$ cat config.mk
export PLATFORM = sky130hd
export DESIGN_NAME = poc_cell
export DESIGN_NICKNAME = d
export VERILOG_FILES = /design/src/rtl/pattern_occurrence_counter_core_macros.svh /design/src/rtl/poc_pkg.sv /design/src/rtl/poc_cell.sv
export SDC_FILE = /design/constraint.sdc
export NUM_CORES = 1
export LEC_CHECK = 0
export BUFFER_PORTS_ARGS = -buffer_cell sky130_fd_sc_hd__buf_2
export CAP_MARGIN = 40
export CORE_AREA = 2 2 39 41
export CTS_CLUSTER_SIZE = 20
export DETAILED_ROUTE_END_ITERATION = 8
export DIE_AREA = 0 0 41 43
export GPL_TIMING_DRIVEN = 0
export REMOVE_ABC_BUFFERS = 1
export SYNTH_ARGS = -nofsm -noshare
export SYNTH_HDL_FRONTEND = slang
export SYNTH_SLANG_ARGS = --single-unit
$ cat constraint.sdc
create_clock -name clk -period 0.8 [get_ports clk]
set_input_delay 0.16 -clock clk [delete_from_list [all_inputs] [get_ports clk]]
set_output_delay 0.16 -clock clk [all_outputs]
set_load 0.02 [all_outputs]
$ cat src/rtl/pattern_occurrence_counter_core_macros.svh
// assertion macros for the pattern occurrence counter
// expects clk and rst_n in the scope of use
`ifndef PATTERN_OCCURRENCE_COUNTER_CORE_MACROS_SVH
`define PATTERN_OCCURRENCE_COUNTER_CORE_MACROS_SVH

// same-cycle implication
`define POC_ASSERT_IMP(lbl, pre, post) \
    lbl: assert property (@(posedge clk) disable iff (!rst_n) (pre) |-> (post)) \
        else $error("poc assertion failed");

// next-cycle implication
`define POC_ASSERT_NXT(lbl, pre, post) \
    lbl: assert property (@(posedge clk) disable iff (!rst_n) (pre) |=> (post)) \
        else $error("poc assertion failed");

`endif

$ cat src/rtl/poc_pkg.sv
// shared types, constants and helpers for the pattern occurrence counter
// no dependencies
`timescale 1ns / 1ps

package poc_pkg;

    localparam int MAX_PATTERN     = 32;
    localparam int COUNT_WIDTH     = 20;
    localparam int LETTER_W        = 5;
    localparam int LETTER_SLOTS    = 32;
    localparam int LETTERS_PER_REG = 8;
    localparam int PAT_REG_COUNT   = 4;
    localparam int PAT_REG_W       = LETTERS_PER_REG * LETTER_W;
    localparam int PAT_FLAT_W      = LETTER_SLOTS * LETTER_W;
    localparam int PAT_LIM         = (MAX_PATTERN < LETTER_SLOTS) ? MAX_PATTERN : LETTER_SLOTS;
    localparam int LEN_W           = 6;
    localparam int SLOT_IDX_W      = $clog2(LETTER_SLOTS);
    localparam int APB_DATA_W      = 64;
    localparam int APB_ADDR_W      = 6;
    localparam int REG_IDX_W       = 3;

    localparam logic [REG_IDX_W-1:0] REG_PATTERN_LEN = 3'd0;
    localparam logic [REG_IDX_W-1:0] REG_LETTERS_0   = 3'd1;
    localparam logic [REG_IDX_W-1:0] REG_LETTERS_1   = 3'd2;
    localparam logic [REG_IDX_W-1:0] REG_LETTERS_2   = 3'd3;
    localparam logic [REG_IDX_W-1:0] REG_LETTERS_3   = 3'd4;

    localparam logic [COUNT_WIDTH-1:0] COUNT_MAX = {COUNT_WIDTH{1'b1}};

    typedef struct packed {
        logic                valid;
        logic [LETTER_W-1:0] letter;
    } cell_data_t;

    typedef struct packed {
        logic shift;
        logic clear;
    } cell_ctl_t;

    typedef struct packed {
        logic [LEN_W-1:0]      len;
        logic [PAT_FLAT_W-1:0] pattern;
    } cfg_t;

    function automatic logic [LETTER_W-1:0] pattern_letter(
        input logic [PAT_FLAT_W-1:0] flat,
        input logic [SLOT_IDX_W-1:0] idx
    );
        logic [LETTER_W-1:0] res;
        res = flat[idx * LETTER_W +: LETTER_W];
        return res;
    endfunction

endpackage

$ cat src/rtl/poc_cell.sv
// one window cell: holds a letter and its valid bit, compares against a pattern letter
// depends on poc_pkg
`timescale 1ns / 1ps

module poc_cell
    import poc_pkg::*;
(
    input  logic                clk,
    input  logic                rst_n,
    input  cell_ctl_t           ctl,
    input  cell_data_t          data_in,
    input  logic [LETTER_W-1:0] pat_letter,
    input  logic                in_use,
    output cell_data_t          data_out,
    output logic                match
);

    cell_data_t data_reg;
    cell_data_t data_next;

    // compare the value shifting in this cycle
    assign match = !in_use || (data_in.valid && (data_in.letter == pat_letter));

    always_comb
    begin
        data_next = data_reg;
        if (ctl.shift)
            data_next = ctl.clear ? cell_data_t'('0) : data_in;
    end

    always_ff @(posedge clk or negedge rst_n)
    begin
        if (!rst_n)
            data_reg <= '0;
        else
            data_reg <= data_next;
    end

    assign data_out = data_reg;

endmodule

==> metrics, run 1 <==
CP max-delay cell xnor2_2; fin nets 81; Worst Setup Path Type in -> out; worst-path maximum fanout 1; Final Hold Vio Count 0; diode count 0; pre-CTS setup slack -0.203 ns; sequential share of the synthesized area 0.482; cell family with most CP delay buffers and inverters; number of synthesized register bits 6; CP Launch Type input port; final worst setup slack -0.163 ns; IO Port Bufs 22; GRT overflow 0; top-area cell type share of the netlist area 0.482; post-synth cell types 9; Worst-path clk slew 0.04 ns; final slew viol count 0; DR pass1 iterations 2; most frequent cells in the layout 11 x buf_2, 11 x buf_6, 6 x nand3b_1, 6 x dfrtp_1; Worst path depth 5; DR WL/cell 9.16 microns; gp weighted congestion 0.669; via/cell ratio 4.06; die width 41 microns; first-pass GRT wire length 1.24 mm; total of max-cap violations 0; largest area contributor in the netlist dfrtp_1; Worst slew margin 0.883; setup TNS -0.847 ns; Iter 0 DRT Violations 6; max incr delay on CP 0.15 ns; Bufs and invs on worst path 2; failing checks setup timing; Layout area overhead 95.6%; die height 43 microns; TritonCTS buffer count 3; RSZ-0062 raised after global routing yes; number of flip-flops in the largest register 6; Lkg Pwr 0.000303 uW; clk_skew 0 ns; Synth area leaders dfrtp_1 48%, nand3b_1 14%, xnor2_1 14%, o21ai_0 9.6%, inv_1 7.2%; DIE AREA 0.00176 sq mm; final worst path period share 1.20; cells along the critical path buf_6 -> xnor2_2 -> nand4_1 -> o21ai_1 -> buf_4; hold depth 3; syn_area_per_cell 9.44 sq um; Bufs on Longest Clock Path 2; total detailed-routing wirelength 724 microns; Std-Cell Rows 14; fin crit period 0.963 ns; Slew @ Worst Pin 0.176 ns; initial antenna violation count 0; Worst-Skew Late Latency 0.24 ns; Final Power 891 uW; CTS tree built; Cells after Synth 33; vias post-DR 321; Peak VDD IR 0.000512 V; vias in the first global route 343; Synth Warn # 0; status finished, violations left; clock root cell clkbuf_4; H-tree levels 1; R2R depth 3; Starting Density 0.225; Sink Count 6; Max Clk Rate 1.04 GHz; core area 0.00138 sq mm; antenna-violating nets left 0; post-DP HPWL 549 microns; hold crit path type in -> reg; PD cells 1460 mW/mm^2; number of top-level pins 23; drt drc 0; share of cells above drive strength 1 0.571; design area 609 sq um; Critical Path AT 0.80 ns; required time worst endpoint 0.64 ns; final setup fails 7; total global-route track usage 0.106; Worst setup EP type output port; largest net degree at the start of global routing 13; Area after DPL 437 sq um; Netlist Area Pre-Place 312 sq um
==> worst register-to-register path: stages (launching register included) <==
cell	delay [ns]
dfrtp_1	0.38
buf_4	0.13
inv_1	0.04
o21ai_0	0.06
==> power by group <==
| part | switching [uW] | total [uW] | leakage (uW) | internal, uW |
|---|---|---|---|---|
| registers | 16.2 | 345 | 0.0000780 | 329 |
| clock network | 101 | 270 | 0.0000138 | 169 |
| logic | 113 | 276 | 0.000211 | 163 |
==> what timing repair did <==
item | 4_1_cts | 5_1_grt
pin swaps | 6 | 2
setup endpoints to repair | 7 | 9
setup buffers | 5 | 1
hold buffers | 1 | 0
hold endpoints to repair | 6 | 0
resized for setup | 19 | 7
==> synth_stat cells <==
library cell and instances:
o21ai_0 6, o21ai_1 1, buf_2 1, dfrtp_1 6, nand2_1 1, nand3b_1 6
inv_1 6, nand4_1 1, xnor2_1 5
==> layer usage <==
layer / global-route usage / share of wire
met5: 0 / 0
met2: 0.159 / 0.53
met4: 0.113 / 0
met3: 0.0209 / 0.086
met1: 0.108 / 0.39
==> final timing paths <==
check / startpoint / endpoint / slack, ns
setup / recovery: pat_letter[2] / match / -0.16
hold / removal: data_in[3] / data_out[3] / 0.17
setup reg to reg: data_out[1] / data_out[1] / 0.07
hold reg to reg: data_out[5] / data_out[5] / 0.55
max in group asynchronous: rst_n / data_out[5] / 0.38
min in group asynchronous: rst_n / data_out[3] / 0.28
==> cell type report <==
cell class                 count  area, sq um
clock buffer                   3         22.5
tap                           16         20.0
fill                         141          774
sequential                     6          150
multi-input combinational     20          168
timing repair buffer          28          226
inverter                       6         22.5
==> through the flow <==
stage               instances  hold WS (ns)   util
global placement           70       -0.0169  0.316
finish                     79         0.167  0.440
floorplan                  32        -0.136      -
detailed placement         70       -0.0139  0.316
global route               79         0.186  0.440
CTS                        79         0.152  0.424
==> cells by family (layout without fill, tap and decap cells) <==
group / Yosys count / after routing / synth area share
AND/OR/NAND/NOR: 8 / 8 / 0.177
AO/OA/AOI/OAI: 7 / 7 / 0.112
buffers and inverters: 7 / 37 / 0.0883
XOR/XNOR: 5 / 5 / 0.141
flip-flops: 6 / 6 / 0.482
Note: power is estimated with default switching activity, not from simulation.
==> inputs of run 2 (changes only) <==
--- a/config.mk
+++ b/config.mk
@@ -11,8 +11,9 @@
 export CTS_CLUSTER_SIZE = 20
 export DETAILED_ROUTE_END_ITERATION = 8
 export DIE_AREA = 0 0 41 43
-export GPL_TIMING_DRIVEN = 0
+export GPL_TIMING_DRIVEN = 1
 export REMOVE_ABC_BUFFERS = 1
 export SYNTH_ARGS = -nofsm -noshare
 export SYNTH_HDL_FRONTEND = slang
 export SYNTH_SLANG_ARGS = --single-unit
+export TNS_END_PERCENT = 30
==> metrics, run 2 (synthesized netlist as in run 1, its figures left out) <==
vias in the first global route 318; H-tree levels 1; total of max-cap violations 0; core area 0.00138 sq mm; DIE AREA 0.00176 sq mm; clk_skew 0 ns; hold crit path type in -> reg; Max Clk Rate 1.04 GHz; largest net degree at the start of global routing 13; required time worst endpoint 0.64 ns; number of flip-flops in the largest register 6; Worst-path clk slew 0.04 ns; final worst path period share 1.20; Lkg Pwr 0.000281 uW; setup TNS -0.848 ns; Critical Path AT 0.80 ns; CP Launch Type input port; total detailed-routing wirelength 677 microns; GRT overflow 0; failing checks setup timing; Std-Cell Rows 14; Worst-Skew Late Latency 0.24 ns; Final Core Density 0.401; Sink Count 6; Worst Setup Path Type in -> out; vias post-DR 320; Worst setup EP type output port; worst-path maximum fanout 1; Slew @ Worst Pin 0.148 ns; Bufs on Longest Clock Path 2; antenna-violating nets left 0; initial antenna violation count 0; first-pass GRT wire length 1.21 mm; via/cell ratio 4.05; number of top-level pins 23; IO Port Bufs 22; commonest non-fill, non-tap cell in the layout buf_2; TritonCTS buffer count 3; post-DP HPWL 551 microns; DR WL/cell 8.57 microns; status finished, violations left; diode count 0; final worst setup slack -0.163 ns; Layout area overhead 78.3%; final slew viol count 0; final setup fails 7; Peak VDD IR 0.000450 V; Worst slew margin 0.901; DR pass1 iterations 4; PD cells 1510 mW/mm^2; fin nets 81; drt drc 0; clock root cell clkbuf_4; Iter 0 DRT Violations 4; RSZ-0062 raised after global routing yes; Starting Density 0.225; fin crit period 0.963 ns; die width 41 microns; gp weighted congestion 0.673; CTS tree built; total global-route track usage 0.103; share of cells above drive strength 1 0.508; Final Hold Vio Count 0; die height 43 microns
==> run 2: cell counts in the layout (fill, tap and decap cells not counted) <==
No cell type changed its count.
==> run 2: cell type report <==
type                            instances  area (sq um)
Inverter                                6          22.5
Clock buffer                            3          22.5
Fill cell                             137           828
Tap cell                               16          20.0
Sequential cell                         6           150
Multi-Input combinational cell         20           149
Timing Repair Buffer                   28           191
==> run 2: critical path, stage by stage <==
cell and delay, ns:
buf_2 0.10, xnor2_1 0.14, nand4_1 0.11, o21ai_1 0.14
buf_4 0.15
==> run 2: timing repair <==
| action | in CTS | in global routing |
|---|---|---|
| pin swaps | 6 | 2 |
| gates resized for setup | 8 | 4 |
| hold buffers | 1 | 0 |
| endpoints found under the setup margin | 7 | 7 |
| buffers inserted | 1 | 1 |
| gates cloned | 0 | 0 |
| endpoints found under the hold margin | 6 | 0 |
==> run 2: per-layer routing <==
layer | wire length (microns) | vias up | share of wire | global-route usage
li1 | - | 169 | - | -
met1 | 290 | 134 | 0.43 | 0.121
met2 | 325 | 15 | 0.48 | 0.156
met3 | 43 | 2 | 0.064 | 0
met4 | 17 | 0 | 0.025 | 0.100
met5 | 0 | - | 0 | 0
==> run 2: final timing paths <==
kind,cells after the start,start,end,slack (ns)
min in group asynchronous,2,rst_n,data_out[3],0.28
max,5,pat_letter[0],match,-0.16
min reg2reg,2,data_out[5],data_out[5],0.51
max reg2reg,3,data_out[4],data_out[4],0.05
max in group asynchronous,2,rst_n,data_out[1],0.39
min,3,data_in[2],data_out[2],0.17
==> run 2: through the flow <==
stage	power, uW	hold slack, ns	worst slack (ns)	instances	area [sq um]
after floorplan	430	-0.136	-0.0924	32	307
after global placement	530	-0.0170	-0.231	73	459
after detailed placement	532	-0.0153	-0.203	73	459
after CTS	842	0.168	-0.166	78	536
after global routing	891	0.192	-0.244	79	556
final	838	0.167	-0.163	79	556
==> run 2: report_power, final <==
part	internal (uW)	leakage, uW	switching [uW]
Sequential	329	0.0000780	11.3
Combinational	126	0.000190	105
Clock	169	0.0000138	97.8
Total	624	0.000281	214
