**src/rtl/pattern_occurrence_counter_core_macros.svh**
```systemverilog
// assertion macros for the pattern occurrence counter
// expects clk and rst_n in the scope of use
`ifndef PATTERN_OCCURRENCE_COUNTER_CORE_MACROS_SVH
`define PATTERN_OCCURRENCE_COUNTER_CORE_MACROS_SVH

// same-cycle implication
`define POC_ASSERT_IMP(lbl, pre, post) \
    lbl: assert property (@(posedge clk) disable iff (!rst_n) (pre) |-> (post)) \
        else $error("poc assertion failed");

// next-cycle implication
`define POC_ASSERT_NXT(lbl, pre, post) \
    lbl: assert property (@(posedge clk) disable iff (!rst_n) (pre) |=> (post)) \
        else $error("poc assertion failed");

`endif

```
**src/rtl/poc_pkg.sv**
```systemverilog
// shared types, constants and helpers for the pattern occurrence counter
// no dependencies
`timescale 1ns / 1ps

package poc_pkg;

    localparam int MAX_PATTERN     = 32;
    localparam int COUNT_WIDTH     = 20;
    localparam int LETTER_W        = 5;
    localparam int LETTER_SLOTS    = 32;
    localparam int LETTERS_PER_REG = 8;
    localparam int PAT_REG_COUNT   = 4;
    localparam int PAT_REG_W       = LETTERS_PER_REG * LETTER_W;
    localparam int PAT_FLAT_W      = LETTER_SLOTS * LETTER_W;
    localparam int PAT_LIM         = (MAX_PATTERN < LETTER_SLOTS) ? MAX_PATTERN : LETTER_SLOTS;
    localparam int LEN_W           = 6;
    localparam int SLOT_IDX_W      = $clog2(LETTER_SLOTS);
    localparam int APB_DATA_W      = 64;
    localparam int APB_ADDR_W      = 6;
    localparam int REG_IDX_W       = 3;

    localparam logic [REG_IDX_W-1:0] REG_PATTERN_LEN = 3'd0;
    localparam logic [REG_IDX_W-1:0] REG_LETTERS_0   = 3'd1;
    localparam logic [REG_IDX_W-1:0] REG_LETTERS_1   = 3'd2;
    localparam logic [REG_IDX_W-1:0] REG_LETTERS_2   = 3'd3;
    localparam logic [REG_IDX_W-1:0] REG_LETTERS_3   = 3'd4;

    localparam logic [COUNT_WIDTH-1:0] COUNT_MAX = {COUNT_WIDTH{1'b1}};

    typedef struct packed {
        logic                valid;
        logic [LETTER_W-1:0] letter;
    } cell_data_t;

    typedef struct packed {
        logic shift;
        logic clear;
    } cell_ctl_t;

    typedef struct packed {
        logic [LEN_W-1:0]      len;
        logic [PAT_FLAT_W-1:0] pattern;
    } cfg_t;

    function automatic logic [LETTER_W-1:0] pattern_letter(
        input logic [PAT_FLAT_W-1:0] flat,
        input logic [SLOT_IDX_W-1:0] idx
    );
        logic [LETTER_W-1:0] res;
        res = flat[idx * LETTER_W +: LETTER_W];
        return res;
    endfunction

endpackage

```
**src/rtl/poc_cfg.sv**
```systemverilog
// apb register file: pattern length and packed pattern letters
// depends on poc_pkg
`timescale 1ns / 1ps

module poc_cfg
    import poc_pkg::*;
(
    input  logic                  clk,
    input  logic                  rst_n,
    input  logic                  psel,
    input  logic                  penable,
    input  logic                  pwrite,
    input  logic [APB_ADDR_W-1:0] paddr,
    input  logic [APB_DATA_W-1:0] pwdata,
    output logic [APB_DATA_W-1:0] prdata,
    output logic                  pready,
    output cfg_t                  cfg
);

    logic [LEN_W-1:0]     len_reg;
    logic [PAT_REG_W-1:0] pat_reg [PAT_REG_COUNT];
    logic                 wr_en;
    logic [REG_IDX_W-1:0] reg_idx;
    logic [LEN_W-1:0]     eff_len;

    assign pready  = 1'b1;
    assign wr_en   = psel && penable && pwrite;
    assign reg_idx = paddr[APB_ADDR_W-1:APB_ADDR_W-REG_IDX_W];

    always_ff @(posedge clk or negedge rst_n)
    begin
        if (!rst_n)
        begin
            len_reg <= LEN_W'(1);
            for (int i = 0; i < PAT_REG_COUNT; i++)
            begin
                pat_reg[i] <= '0;
            end
        end
        else if (wr_en)
        begin
            case (reg_idx)
                REG_PATTERN_LEN: len_reg    <= pwdata[LEN_W-1:0];
                REG_LETTERS_0:   pat_reg[0] <= pwdata[PAT_REG_W-1:0];
                REG_LETTERS_1:   pat_reg[1] <= pwdata[PAT_REG_W-1:0];
                REG_LETTERS_2:   pat_reg[2] <= pwdata[PAT_REG_W-1:0];
                REG_LETTERS_3:   pat_reg[3] <= pwdata[PAT_REG_W-1:0];
                default:         ;
            endcase
        end
    end

    always_comb
    begin
        case (reg_idx)
            REG_PATTERN_LEN: prdata = APB_DATA_W'(len_reg);
            REG_LETTERS_0:   prdata = APB_DATA_W'(pat_reg[0]);
            REG_LETTERS_1:   prdata = APB_DATA_W'(pat_reg[1]);
            REG_LETTERS_2:   prdata = APB_DATA_W'(pat_reg[2]);
            REG_LETTERS_3:   prdata = APB_DATA_W'(pat_reg[3]);
            default:         prdata = '0;
        endcase
    end

    // zero length acts as one, long lengths clamp
    always_comb
    begin
        if (len_reg == '0)
            eff_len = LEN_W'(1);
        else if (len_reg > LEN_W'(PAT_LIM))
            eff_len = LEN_W'(PAT_LIM);
        else
            eff_len = len_reg;
    end

    assign cfg.len     = eff_len;
    assign cfg.pattern = {pat_reg[3], pat_reg[2], pat_reg[1], pat_reg[0]};

endmodule

```
**config.mk**
```make
export PLATFORM = sky130hd
export DESIGN_NAME = poc_cfg
export DESIGN_NICKNAME = d
export VERILOG_FILES = /design/src/rtl/pattern_occurrence_counter_core_macros.svh /design/src/rtl/poc_pkg.sv /design/src/rtl/poc_cfg.sv
export SDC_FILE = /design/constraint.sdc
export NUM_CORES = 1
export LEC_CHECK = 0
export ABC_AREA = 1
export BUFFER_PORTS_ARGS = -buffer_cell sky130_fd_sc_hd__buf_4
export CAP_MARGIN = 20
export CORE_MARGIN = 2
export CORE_UTILIZATION = 49
export DETAILED_ROUTE_END_ITERATION = 8
export PLACE_DENSITY = 0.77
export SYNTH_ARGS = -nofsm -noshare
export SYNTH_HDL_FRONTEND = slang
export SYNTH_SLANG_ARGS = --single-unit
```
**constraint.sdc**
```tcl
create_clock -name clk -period 1.8 [get_ports clk]
set_clock_uncertainty 0.1 [all_clocks]
set_input_delay 0.36 -clock clk [delete_from_list [all_inputs] [get_ports clk]]
set_output_delay 0.36 -clock clk [all_outputs]
set_load 0.1 [all_outputs]
```
==> metrics.md, run 1 <==
| Metric | Value |
|---|---|
| Pre-CTS WS | -0.164 ns |
| Reg-to-Reg End | cfg[45] |
| Clock latency on the worst-skew pair | 0.42 ns |
| Initial Util | 0.506 |
| Setup-failing EPs final | 39 |
| Fmax | 515 MHz |
| CP peak stage delay | 0.24 ns |
| Global-route wire length before repair | ~44000 um |
| Failing checks | setup timing |
| Synth Area in Simple Gates | 0.259 |
| Synthesis Warnings | 0 |
| DRT antenna net count | 0 |
| Ports | 306 |
| Hold-critical path depth | 3 |
| Setup tns final | -2.68 ns |
| DP Area | around 0.010 mm^2 |
| Die Wd | 130 um |
| Number of flip-flops in the largest register | 160 |
| Highest-delay cell along the critical path | buf_12 |
| Outcome | finished with violations |
| CP top delay family | buffers and inverters |
| Xor and xnor area share after synthesis | 0 |
| Top-count cell post-synth | nand2_1 |
| WL per Instance | 22.2 um |
| Total Routing Usage GR | 0.339 |
| Grt ovf | 0 |
| Fin worst setup slack | -0.143 ns |
| Synth top area share | 0.533 |
| Final hold violation count | 0 |
| R2R depth | 4 |
| Post-synthesis cell count | between 900 and 1000 |
| Crit path launch type | input pin |
| FF+latch count, synth | 166 |
| Synth Flop Type | dfrtp_1 |
| Final routed DRC violation total | 0 |
| Synth Cell Area | 0.00775 mm^2 |
| Post-synthesis mux area share | 0 |
| Buf/Inv on CP | 5 |
| Maximum VDD drop | between 0.9 and 1 mV |
| Crit-path most repeated cell | buf_12 |
| Port Buf Inserts | about 250 |
| Fraction of layout cells with a size suffix above 1 | 0.510 |
| CTS Buf Count | 17 |
| Reg2reg start | cfg[45] |
| Footprint of the multi-input gates | between 0.003 and 0.004 mm^2 |
| DP HPWL | around 18000 um |
| EDFF count, synth | 0 |
| Vias per inst | 6.03 |
| Via count | 8876 |
| CTS clk-pin slew, worst paths | roughly 0.070 ns |
| Routability cong. | 0.883 |
| Final #Nets | 1323 |
| Ant diodes | 0 |
| Top cells by count, synth | nand2_1, dfrtp_1, o21ai_0 |
| Core area | 0.0153 mm^2 |
| CTS sink cnt | 166 |
| Initial antenna violation count | 0 |
| Crit path required time | 1.34 ns |
| Main combinational cell family by area after synthesis | simple AND/OR/NAND/NOR gates |
| Reg area | 0.00436 mm^2 |
| CTS tree | done |
| Hold Crit Class | input pin to flop |
| Worst Path Arrival | 1.48 ns |
| Fin area | 0.0129 mm^2 |
| Crit share post-route | 1.08 |
| Fill cells | 869 |
| H-tree levels | 4 |
| Minimum clock period | ~1.9 ns |
| Sequential-to-total area share from yosys stat | 0.536 |
| Hold EP | cfg[103] |
| Worst-path fanout max | 6 |
| Hold Startpoint | pwdata[23] |
| Worst setup EP type | output port |
| Largest net degree at the start of global routing | 47 |
| Post-route insts no fill | 1472 |
| WL final | 32700 um |
| Synth unique cells | 21 |
| Die Span Y | 130 um |
| 1st-iter DRT viols | 912 |
| Vias in the first global route | 8021 |
| Yosys top cell by area | dfrtp_1 |
| LEAKAGE | 6.12 nW |
| Max Root-Sink Buffers | 2 |
| Fraction of registers with async set/reset | 1.00 |
| Inst Count DP | ~1400 |
| Area delta synth->final | 66.1% |
| Crit Path Class | input pin to output port |
| Final Max Slew Viols | 0 |
| R2R setup slack | 0.80 ns |
| Largest cells by area after synthesis | dfrtp_1, nand2_1, nand4_1, o21ai_0, nand3_1 |
| Die area | around 0.017 mm^2 |
| Synth Area in Compound Gates | 0.111 |
| Max cap viols | 0 |
| Synth Area in Adders | 0 |
| Unrepaired setup endpoints after global routing | yes |
| Synth Area per Inst | between 8 and 9 um^2 |
| Crit-path cells | buf_12 -> nand3_4 -> clkinv_8 -> buf_6 -> buf_12 -> nand2_4 -> nand4_1 -> buf_12 |
| Row count | between 40 and 50 |
| PwrDens | 1490 mW/mm^2 |
| CTS root buf | clkbuf_16 |
| First-pass DRT Iterations | 5 |
==> stage by stage <==
| step | utilization | hold slack (ns) | power, W |
|---|---|---|---|
| 3_3_place_gp | 0.681 | 0.204 | 0.0142 |
| 3_5_place_dp | 0.681 | 0.208 | 0.0143 |
| 6_report | 0.841 | 0.0354 | 0.0192 |
| 2_1_floorplan | - | -0.0356 | 0.0123 |
| 5_1_grt | 0.841 | 0.0465 | 0.0197 |
| 4_1_cts | 0.781 | 0.0251 | 0.0186 |
==> kinds of logic (layout without fill, tap and decap cells) <==
group           after synthesis  in the layout
simple gates                439            439
other cells                   2             25
compound gates              171            171
flops                       166            166
buf+inv                     159            460
==> worst max path at each step <==
stage / startpoint / endpoint / slack (ns) / cells past startpoint
CTS: len_reg[3] / cfg[161] / -0.16 / 4
global placement: paddr[4] / prdata[0] / -0.13 / 7
global route: paddr[5] / prdata[15] / -0.18 / 7
floorplan: paddr[5] / prdata[23] / -0.41 / 6
finish: paddr[3] / prdata[15] / -0.14 / 8
detailed placement: paddr[4] / prdata[4] / -0.16 / 7
==> worst min-delay path: stages <==
cell and delay [ns]:
buf_4 0.08, nand2_1 0.04, nand2_1 0.05
==> metal layers <==
metal  vias up  GRT usage  share of wire
li1       3755          -              -
met1      4234      0.429           0.34
met2       711      0.553           0.49
met3       176     0.0914           0.12
met4         0      0.142          0.054
met5         -          0              0
==> final cells by class <==
class                   instances  share of cell area
flip-flops and latches        166               0.338
well taps                     211              0.0205
inverters                      58              0.0200
clock buffers                  23              0.0356
repair buffers                370               0.314
clock inverters                 9              0.0118
multi-input cells             635               0.259
==> power by group <==
group	leakage (nW)	switching (W)	internal (W)	total [W]
logic	3.90	0.00785	0.00224	0.0101
registers	1.93	0.000728	0.00456	0.00529
clock network	0.296	0.00149	0.00236	0.00385
total	6.12	0.0101	0.00916	0.0192
==> what timing repair did <==
item | CTS | global route
hold buffers | 1 | 0
gates cloned | 5 | 14
setup buffers | 23 | 35
pin swaps | 41 | 56
hold endpoints to repair | 34 | 0
gates resized for setup | 154 | 112
setup endpoints to repair | 45 | 46
==> layout by cell type, fill, tap and decap left out <==
master,instances
clkbuf_1,5
nand3_1,29
dfrtp_2,161
buf_8,20
a21boi_4,1
dfstp_2,1
clkbuf_16,29
conb_1,25
clkinv_2,3
clkinv_8,2
nor2_1,4
nand2_4,12
buf_16,4
inv_8,2
clkbuf_8,1
buf_6,13
clkinvlp_4,1
a21oi_4,1
buf_12,62
dfrtp_1,4
o21ai_1,47
o21ai_0,122
nand4_1,111
nor2_2,6
buf_4,258
nor3_2,1
inv_2,1
nand3_4,3
inv_1,53
nand3_2,20
inv_6,1
nand2_2,29
bufinv_16,4
nor2_4,7
dlygate4sd3_1,1
nand2_1,217
(Power assumes the default switching activity.)
==> run 2: changes to the inputs <==
--- a/config.mk
+++ b/config.mk
@@ -12,6 +12,7 @@
 export CORE_UTILIZATION = 49
 export DETAILED_ROUTE_END_ITERATION = 8
 export PLACE_DENSITY = 0.77
+export RECOVER_POWER = 50
 export SYNTH_ARGS = -nofsm -noshare
 export SYNTH_HDL_FRONTEND = slang
 export SYNTH_SLANG_ARGS = --single-unit
==> run 2 against run 1 <==
The flow still finishes with violations (setup timing); sequential share of layout area rose by 0.30 points; cell area down 0.86%; clock power barely moved; power decreased by 0.10%; non-clock buffer count unchanged; routed wire length grew 0.40%; global-route usage unchanged; sequential power about the same; setup slack improved by 0.0038 ns; register-to-register slack worse by 0.04 ns; via count increased by 0.39%; first-iteration DRC count stayed put; critical endpoint is now prdata[28].
==> metrics.md, run 2 (synthesis gave the netlist of run 1 again) <==
| Metric | Value |
|---|---|
| Outcome | finished with violations |
| Failing checks | setup timing |
| Crit share post-route | 1.08 (-0.00213) |
| Clock latency on the worst-skew pair | 0.42 ns (about the same) |
| Vias in the first global route | 8021 (unchanged) |
| Max cap viols | 0 (unchanged) |
| Initial antenna violation count | 0 (unchanged) |
| Hold Crit Class | input pin to flop |
| Fin worst setup slack | -0.139 ns (+0.00383 ns) |
| Worst setup EP type | output port |
| CTS Buf Count | 17 (unchanged) |
| Minimum clock period | 1.94 ns (-0.00383 ns) |
| First-pass DRT Iterations | 8 (+3) |
| Die Wd | 130 um (unchanged) |
| Grt ovf | 0 (unchanged) |
| LEAKAGE | 6.08 nW (-0.71%) |
| 1st-iter DRT viols | 912 (unchanged) |
| CTS root buf | clkbuf_16 |
| Crit Path Class | input pin to output port |
| Final Max Slew Viols | 0 (unchanged) |
| Slew margin rel. | 0.237 |
| Area delta synth->final | 64.7% |
| Footprint of the multi-input gates | 0.00333 mm^2 (-0.37%) |
| Fill cells | 891 (+2.5%) |
| Core area | 0.0153 mm^2 (unchanged) |
| Total Routing Usage GR | 0.339 (unchanged) |
| CTS tree | done |
| Routability cong. | 0.883 (unchanged) |
| Final hold violation count | 0 (unchanged) |
| Max Root-Sink Buffers | 2 (unchanged) |
| WL final | 32800 um (+0.40%) |
| Initial Util | 0.506 (unchanged) |
| Port Buf Inserts | 253 (unchanged) |
| CTS sink cnt | 166 (unchanged) |
| WL per Instance | 22.3 um (+0.40%) |
| Reg area | 0.00436 mm^2 (unchanged) |
| Unrepaired setup endpoints after global routing | yes |
| Post-route insts no fill | 1472 (unchanged) |
| Setup tns final | -2.56 ns (+0.118 ns) |
| Worst-path fanout max | 8 (+2) |
| Worst slew pin tran | between 1 and 1.5 ns |
| Die Span Y | 130 um (unchanged) |
| Overall power | 0.0192 W (-0.10%) |
| Ports | 306 (unchanged) |
| Most common cell after layout, fill and taps aside | buf_4 |
| Crit path launch type | input pin |
| Largest net degree at the start of global routing | 47 (unchanged) |
| Final routed DRC violation total | 0 (unchanged) |
| DRT antenna net count | 0 (unchanged) |
| Maximum VDD drop | 0.911 mV (+0.22%) |
| H-tree levels | 4 (unchanged) |
| PwrDens | 1510 mW/mm^2 (+0.77%) |
| Via count | 8911 (+0.39%) |
| Die area | 0.0168 mm^2 (unchanged) |
| Post-layout util | 0.833 (-0.00727) |
| Setup-failing EPs final | 41 (+5.1%) |
| Fmax | 516 MHz (+0.20%) |
| Vias per inst | 6.05 (+0.39%) |
| Global-route wire length before repair | 43600 um (unchanged) |
| Hold WS | 0.0415 ns (+0.00602 ns) |
| Final #Nets | 1323 (unchanged) |
| Fraction of layout cells with a size suffix above 1 | 0.507 (-0.00317) |
| Inst Count DP | 1369 (unchanged) |
| Number of flip-flops in the largest register | 160 (unchanged) |
| Row count | 45 (unchanged) |
| Crit path required time | 1.34 ns (about the same) |
| Most frequent cells in the layout | buf_4, nand2_1, dfrtp_2, o21ai_0, nand4_1 |
| Ant diodes | 0 (unchanged) |
| DP HPWL | 17800 um (unchanged) |
| R2R setup slack | 0.76 ns (-0.04 ns) |
| Worst Path Arrival | 1.48 ns (about the same) |
| CTS clk-pin slew, worst paths | 0.06 ns (about the same) |
## run 2: cell types whose count changed in the layout (fill, tap and decap cells not counted), sizes merged
cell    change
buf        -10
clkbuf     +10
## run 2: per-stage QoR
stage          instance area (um^2)  setup WS, ns
6_report                      12800        -0.139
5_1_grt                       12800        -0.184
4_1_cts                       12000        -0.165
3_5_place_dp                  10400        -0.164
3_3_place_gp                  10400        -0.130
2_1_floorplan                  8260        -0.415
## run 2: layout make-up
type	count	area share
Clock buffer	23	0.0359
Clock inverter	9	0.0119
Inverter	58	0.0202
Multi-Input combinational cell	635	0.261
Sequential cell	166	0.341
Tap cell	211	0.0207
Timing Repair Buffer	370	0.309
## run 2: path summary, 6_finish.rpt
kind	start	endpoint	cells after the start
max in group asynchronous	rst_n	cfg[119]	3
hold / removal	pwdata[23]	cfg[103]	3
hold reg to reg	cfg[57]	cfg[57]	2
min in group asynchronous	rst_n	cfg[19]	2
setup reg to reg	cfg[45]	cfg[45]	4
setup / recovery	paddr[3]	prdata[28]	8
## run 2: worst max-delay path, stage by stage
cell,delay [ns]
buf_12,0.12
nand3_4,0.13
clkinv_8,0.10
buf_12,0.14
buf_16,0.15
nand2_2,0.05
nand4_1,0.17
buf_8,0.24
## run 2: routing by layer
layer | part of all wire | track usage
met1 | 0.34 | 0.429
met2 | 0.48 | 0.553
met3 | 0.12 | 0.0914
met4 | 0.056 | 0.142
met5 | 0 | 0
## run 2: power breakdown
group / switching [W] / total, W / internal, W
logic: 0.00785 / 0.0101 / 0.00222
clock network: 0.00149 / 0.00385 / 0.00236
registers: 0.000729 / 0.00529 / 0.00456
## run 2: timing repair
item                                    in CTS  in global routing
endpoints found under the setup margin      45                 46
hold buffers                                 1                  0
hold endpoints to repair                    34                  0
gates cloned                                 5                 14
pin swaps                                   41                 56
setup buffers                               23                 35
gates resized for setup                    154                112
